--- src/triangle_edge_function_rasterizer_unit_macros.svh ---
// assertion macros for the triangle rasterizer
// used by the top level only, no other dependencies
`ifndef TRIANGLE_EDGE_FUNCTION_RASTERIZER_UNIT_MACROS_SVH
`define TRIANGLE_EDGE_FUNCTION_RASTERIZER_UNIT_MACROS_SVH

// same-cycle implication, disabled during reset
`define TEFR_ASSERT_IMP(lbl, clk, rstn, ante, cons, msg) \
  lbl: assert property (@(posedge clk) disable iff (!rstn) (ante) |-> (cons)) \
    else $error(msg);

// next-cycle implication, disabled during reset
`define TEFR_ASSERT_NXT(lbl, clk, rstn, ante, cons, msg) \
  lbl: assert property (@(posedge clk) disable iff (!rstn) (ante) |=> (cons)) \
    else $error(msg);

`endif

--- src/tefr_pkg.sv ---
// shared types and constants of the triangle rasterizer
// no dependencies; imported by the controller, datapath and top level
`timescale 1ns / 1ps

package tefr_pkg;

  // grid size defaults
  localparam int DEF_MAX_ROWS = 64;
  localparam int DEF_MAX_COLS = 64;

  // field and register widths
  localparam int XW        = 32;
  localparam int CW_W      = 31;
  localparam int NUSE_W    = 7;
  localparam int CFG_IDX_W = 3;
  localparam int RC_W      = 6;
  localparam int OCNT_W    = 13;
  localparam int DIM_W     = 11;   // holds a grid dimension up to 2047

  // edge arithmetic widths
  localparam int EW     = 82;      // edge function, units of 2^-34
  localparam int PW     = 47;      // 4x scaled sample coordinate
  localparam int MA_W   = 33;      // multiplier a operand magnitude
  localparam int MB_W   = 48;      // multiplier b operand magnitude
  localparam int DIG_W  = 16;      // b digit per cycle
  localparam int NDIG   = 3;
  localparam int MUL_N  = 14;      // products per triangle setup
  localparam int DIV_N  = 4;       // divisions per triangle setup

  localparam logic [XW-1:0] EMPTY_DEPTH = 32'h7FFF_FFFF;
  localparam logic [EW-1:0] EDGE_TOL    = EW'(17180);

  // configuration register reset values
  localparam logic [CW_W-1:0]   RST_CELL_SIZE = 31'd65536;
  localparam logic [NUSE_W-1:0] RST_IN_USE    = 7'd64;

  typedef enum logic [CFG_IDX_W-1:0] {
    REG_ORIGIN_X    = 3'd0,
    REG_ORIGIN_Y    = 3'd1,
    REG_CELL_WIDTH  = 3'd2,
    REG_CELL_HEIGHT = 3'd3,
    REG_COLS_IN_USE = 3'd4,
    REG_ROWS_IN_USE = 3'd5
  } cfg_reg_e;

  // controller to datapath
  typedef struct packed {
    logic capture;
    logic clr_run;
    logic rd_en;
    logic div_run;
    logic mul_run;
    logic walk_run;
    logic out_load;
  } cmd_t;

  // datapath to controller
  typedef struct packed {
    logic clr_last;
    logic div_last;
    logic mul_last;
    logic walk_last;
    logic out_free;
  } st_t;

endpackage

--- src/tefr_ctrl.sv ---
// controller state machine of the triangle rasterizer
// depends on tefr_pkg; drives commands into tefr_dp
`timescale 1ns / 1ps

module tefr_ctrl (
  input  logic           clk_i,
  input  logic           rst_ni,
  input  logic           in_valid_i,
  input  logic           mode_i,
  output logic           in_stall_o,
  input  tefr_pkg::st_t  st_i,
  output tefr_pkg::cmd_t cmd_o
);
  import tefr_pkg::*;

  typedef enum logic [6:0] {
    S_CLEAR = 7'b0000001,
    S_IDLE  = 7'b0000010,
    S_READ  = 7'b0000100,
    S_DIV   = 7'b0001000,
    S_MUL   = 7'b0010000,
    S_WALK  = 7'b0100000,
    S_FIN   = 7'b1000000
  } state_e;

  state_e state_q, state_d;

  // next state and commands
  always_comb begin
    state_d = state_q;
    cmd_o   = '0;
    unique case (state_q)
      S_CLEAR: begin
        cmd_o.clr_run = 1'b1;
        if (st_i.clr_last) state_d = S_IDLE;
      end
      S_IDLE: begin
        if (in_valid_i) begin
          cmd_o.capture = 1'b1;
          state_d = mode_i ? S_READ : S_DIV;
        end
      end
      S_READ: begin
        cmd_o.rd_en = 1'b1;
        state_d = S_FIN;
      end
      S_DIV: begin
        cmd_o.div_run = 1'b1;
        if (st_i.div_last) state_d = S_MUL;
      end
      S_MUL: begin
        cmd_o.mul_run = 1'b1;
        if (st_i.mul_last) state_d = S_WALK;
      end
      S_WALK: begin
        cmd_o.walk_run = 1'b1;
        if (st_i.walk_last) state_d = S_FIN;
      end
      S_FIN: begin
        if (st_i.out_free) begin
          cmd_o.out_load = 1'b1;
          state_d = S_IDLE;
        end
      end
      default: state_d = S_IDLE;
    endcase
  end

  // state register, clearing pass first after reset
  always_ff @(posedge clk_i or negedge rst_ni) begin
    if (!rst_ni) begin
      state_q <= S_CLEAR;
    end else begin
      state_q <= state_d;
    end
  end

  assign in_stall_o = (state_q != S_IDLE);

endmodule

--- config.mk ---
export PLATFORM = sky130hd
export DESIGN_NAME = tefr_ctrl
export DESIGN_NICKNAME = d
export VERILOG_FILES = /design/src/triangle_edge_function_rasterizer_unit_macros.svh /design/src/tefr_pkg.sv /design/src/tefr_ctrl.sv
export SDC_FILE = /design/constraint.sdc
export NUM_CORES = 1
export LEC_CHECK = 0
export BUFFER_PORTS_ARGS = -buffer_cell sky130_fd_sc_hd__buf_2
export CAP_MARGIN = 20
export CORE_AREA = 2 2 39 41
export DETAILED_ROUTE_END_ITERATION = 12
export DIE_AREA = 0 0 41 43
export PLACE_DENSITY_LB_ADDON = 0.12
export SYNTH_ARGS = -nofsm -noshare
export SYNTH_HDL_FRONTEND = slang
export SYNTH_SLANG_ARGS = --single-unit
--- constraint.sdc ---
create_clock -name clk_i -period 4.94 [get_ports clk_i]
set_input_delay 0.988 -clock clk_i [delete_from_list [all_inputs] [get_ports clk_i]]
set_output_delay 0.988 -clock clk_i [all_outputs]
set_load 0.02 [all_outputs]
==> impl_metrics.yaml <==
clock_tree:
  ctsResizeCount: 0
  cts-buffers-inserted: 3
  cts_setup_buffers: 0
  ctsRootBufferMaster: "clkbuf_4"
  clkTransAtPathRegs_ns: 0.05
  clockBufferDepth: 2
  clk-insertion-delay-late_ns: 0.25
  clock_sinks: 7
  ctsHoldBuffers: 0
  cts_tree: "built"
  htreeDepth: 1
pwr:
  internal_power_uw: 185
  power_frac_comb_pct: 56.7
  p_switching_uw: 141
  ir_drop_uv: 226
  seq_power_share_pct: 27.1
  pwr-share-clk_pct: 16.2
  p_leak_uw: 0.000306
  swShare_pct: 43.3
  power_density_nw_per_um2: 507
timing:
  slew_headroom_pct: 81.0
  setup-tns-final_ns: 0
  worst_pin_slew_ns: 0.285
  rsz0062_at_grt: "no"
  whs_ns: 0.561
  finalCritPeriodShare_pct: 57.3
  fmax_mhz: 353
  hold_viol: 0
  finClkSkew_ns: 0.00146
  period_minus_slack_ns: 2.83
  finalMaxSlewViolations: 0
  final-setup-viol-count: 0
worst_setup_path:
  critPathTopFamily: "simple AND/OR/NAND/NOR gates"
  path_buf_inv: 2
  crit_end: "cmd_o[2]"
  critPathMaxFanout: 6
  cp_slowest_cell: "or4_4"
  cp-startpoint: "state_q[6]$_DFFE_PN0P_"
  r2r_setup_slack_ns: 3.33
  reg2reg_from: "state_q[5]$_DFFE_PN0P_"
  cp_cell_sequence: "or2_4 -> or4_4 -> or2_1 -> inv_1 -> buf_2"
  cp_slowest_stage_delay_ns: 0.44
  end_kind: "output pin"
  ff2ff_path_depth: 4
  r2r-end: "state_q[1]$_DFFE_PN0P_"
  startpoint_type: "register"
  crit_type: "reg2out"
  cp_data_required_time_ns: 3.95
  cp_num_cells: 5
  arrival_ns: 1.84
synthesis:
  synthCells: 56
  synthTopCellsByArea: "dfrtp_1 28%, nand2b_1 8.2%, dfstp_2 4.9%, or3_4 4.2%, nor3_1 3.8%"
  async_flop_share_pct: 100
  synthFlopType: "dfrtp_1"
  avgSynthCellArea_um2: 9.50
  synth_nets: 65
  yosys.area.top_type_share_pct: 28.2
  synth_cell_types: 33
  yosysSeqAreaShare_pct: 33.2
  yosys_warnings: 0
  synth_top_area_cell: "dfrtp_1"
  netlist_area_um2: 532
  synth-edff-count: 0
  ys_ff_latch: 7
die:
  io_pins: 17
  initial_core_util_pct: 38.4
  num_rows: 14
  die_area_um2: 1760
  fp.dieW_um: 41
  dieHeight_um: 43
  fp.coreArea_um2: 1380
drt:
  drc: 0
  postRouteAntennaNets: 0
  viasPerCell: 5.21
  drt-pass1-iter-count: 4
  drt_wl_total_mm: 1.07
  wire_per_inst_um: 11.9
  vias: 469
  drtIter0Drc: 3
placed_design:
  hpwl_um: 870
  io_buffer_count: 16
  gp_congestion: 0.785
grt:
  grt_start_max_net_pins: 10
  grt_usage_pct: 14.5
  grt-ovfl-total: 0
  antenna_found_initial: 0
  grt_pass1_vias: 426
  grt_pass1_wl_mm: 1.68
layout:
  multi_input_area_um2: 328
  mostFrequentLayoutCell: "buf_2"
  top_register: "state_q"
  drive_gt1_share_pct: 40.5
  nFillCells: 136
  final_util_pct: 46.4
  final_cell_mix: "16 x buf_2, 7 x nand2b_1, 6 x dfrtp_1"
  reg_top3: "state_q: 7 flops"
  fin_nets: 84
  seqCellArea_um2: 176
  diodes: 0
  syn2layout_area_growth_pct: 20.7
  largest_reg_flops: 7
run:
  maxCapViolCount: 0
outcome:
  status: "finished, final reports clean"
hold_path:
  hold_path.class: "in2async"
-- how the worst min path moves through the flow --
stage | from | end | slack, ns | cells after the start
after floorplan | state_q[0]$_DFFE_PN1P_ | state_q[0]$_DFFE_PN1P_ | 0.52 | 2
after global placement | state_q[0]$_DFFE_PN1P_ | state_q[0]$_DFFE_PN1P_ | 0.56 | 2
after detailed placement | state_q[0]$_DFFE_PN1P_ | state_q[0]$_DFFE_PN1P_ | 0.56 | 2
after CTS | rst_ni | state_q[4]$_DFFE_PN0P_ | 0.56 | 1
after global routing | rst_ni | state_q[4]$_DFFE_PN0P_ | 0.57 | 1
final | rst_ni | state_q[4]$_DFFE_PN0P_ | 0.56 | 1
-- through the flow --
| stage | total power (uW) | worst slack [ns] | instances | area, um2 |
|---|---|---|---|---|
| final | 326 | 2.11 | 90 | 642 |
| after floorplan | 237 | 2.33 | 56 | 532 |
| after detailed placement | 274 | 2.37 | 86 | 616 |
| after global routing | 349 | 2.04 | 90 | 642 |
| after CTS | 330 | 2.09 | 90 | 642 |
| after global placement | 279 | 2.36 | 86 | 616 |
-- Yosys cell counts, drive strengths merged (2+ instances only) --
| cell type | number |
|---|---|
| buf | 2 |
| o22ai | 2 |
| or3 | 2 |
| nor2 | 2 |
| dfrtp | 6 |
| nand2 | 3 |
| nand2b | 7 |
| nor3b | 2 |
| inv | 3 |
| nor3 | 5 |
| or4 | 2 |
| o32ai | 2 |
| or2 | 2 |
| o21ai | 3 |
| and3 | 2 |
-- layout make-up --
cell class,count,area share [%]
Sequential cell,7,27.5
Clock buffer,4,4.09
Multi-Input combinational cell,44,51.1
Timing Repair Buffer,16,12.5
Tap cell,16,3.12
Inverter,3,1.75
-- cell families (layout without fill, tap and decap cells) --
kind of cell,after synthesis,count (layout),synth area share (%)
AND/OR/NAND/NOR,30,30,37.6
AO/OA/AOI/OAI,12,12,20.7
flip-flops,7,7,33.2
buffers and inverters,5,23,5.18
XOR/XNOR,2,2,3.29
-- worst reg2reg max path, delay by kind of cell, from the launching register on --
kind / cells / cell delay, ns
flops: 1 / 0.45
compound gates: 1 / 0.26
simple gates: 3 / 0.80
-- layer usage --
| metal | part of all wire, % | track usage, % | vias up |
|---|---|---|---|
| li1 | - | - | 241 |
| met1 | 46 | 17.7 | 218 |
| met2 | 50 | 21.6 | 8 |
| met3 | 3.0 | 1.57 | 2 |
| met4 | 0.93 | 12.0 | 0 |
| met5 | 0 | 0 | - |
-- power by group through the flow --
stage          clock network, uW  logic, uW  registers, uW
2_1_floorplan                  0        156           80.5
3_3_place_gp                   0        190           89.6
3_5_place_dp                   0        186           88.4
4_1_cts                     55.5        187           87.7
5_1_grt                     56.6        202           90.0
6_report                    52.6        185           88.2
(Power assumes the default switching activity.)
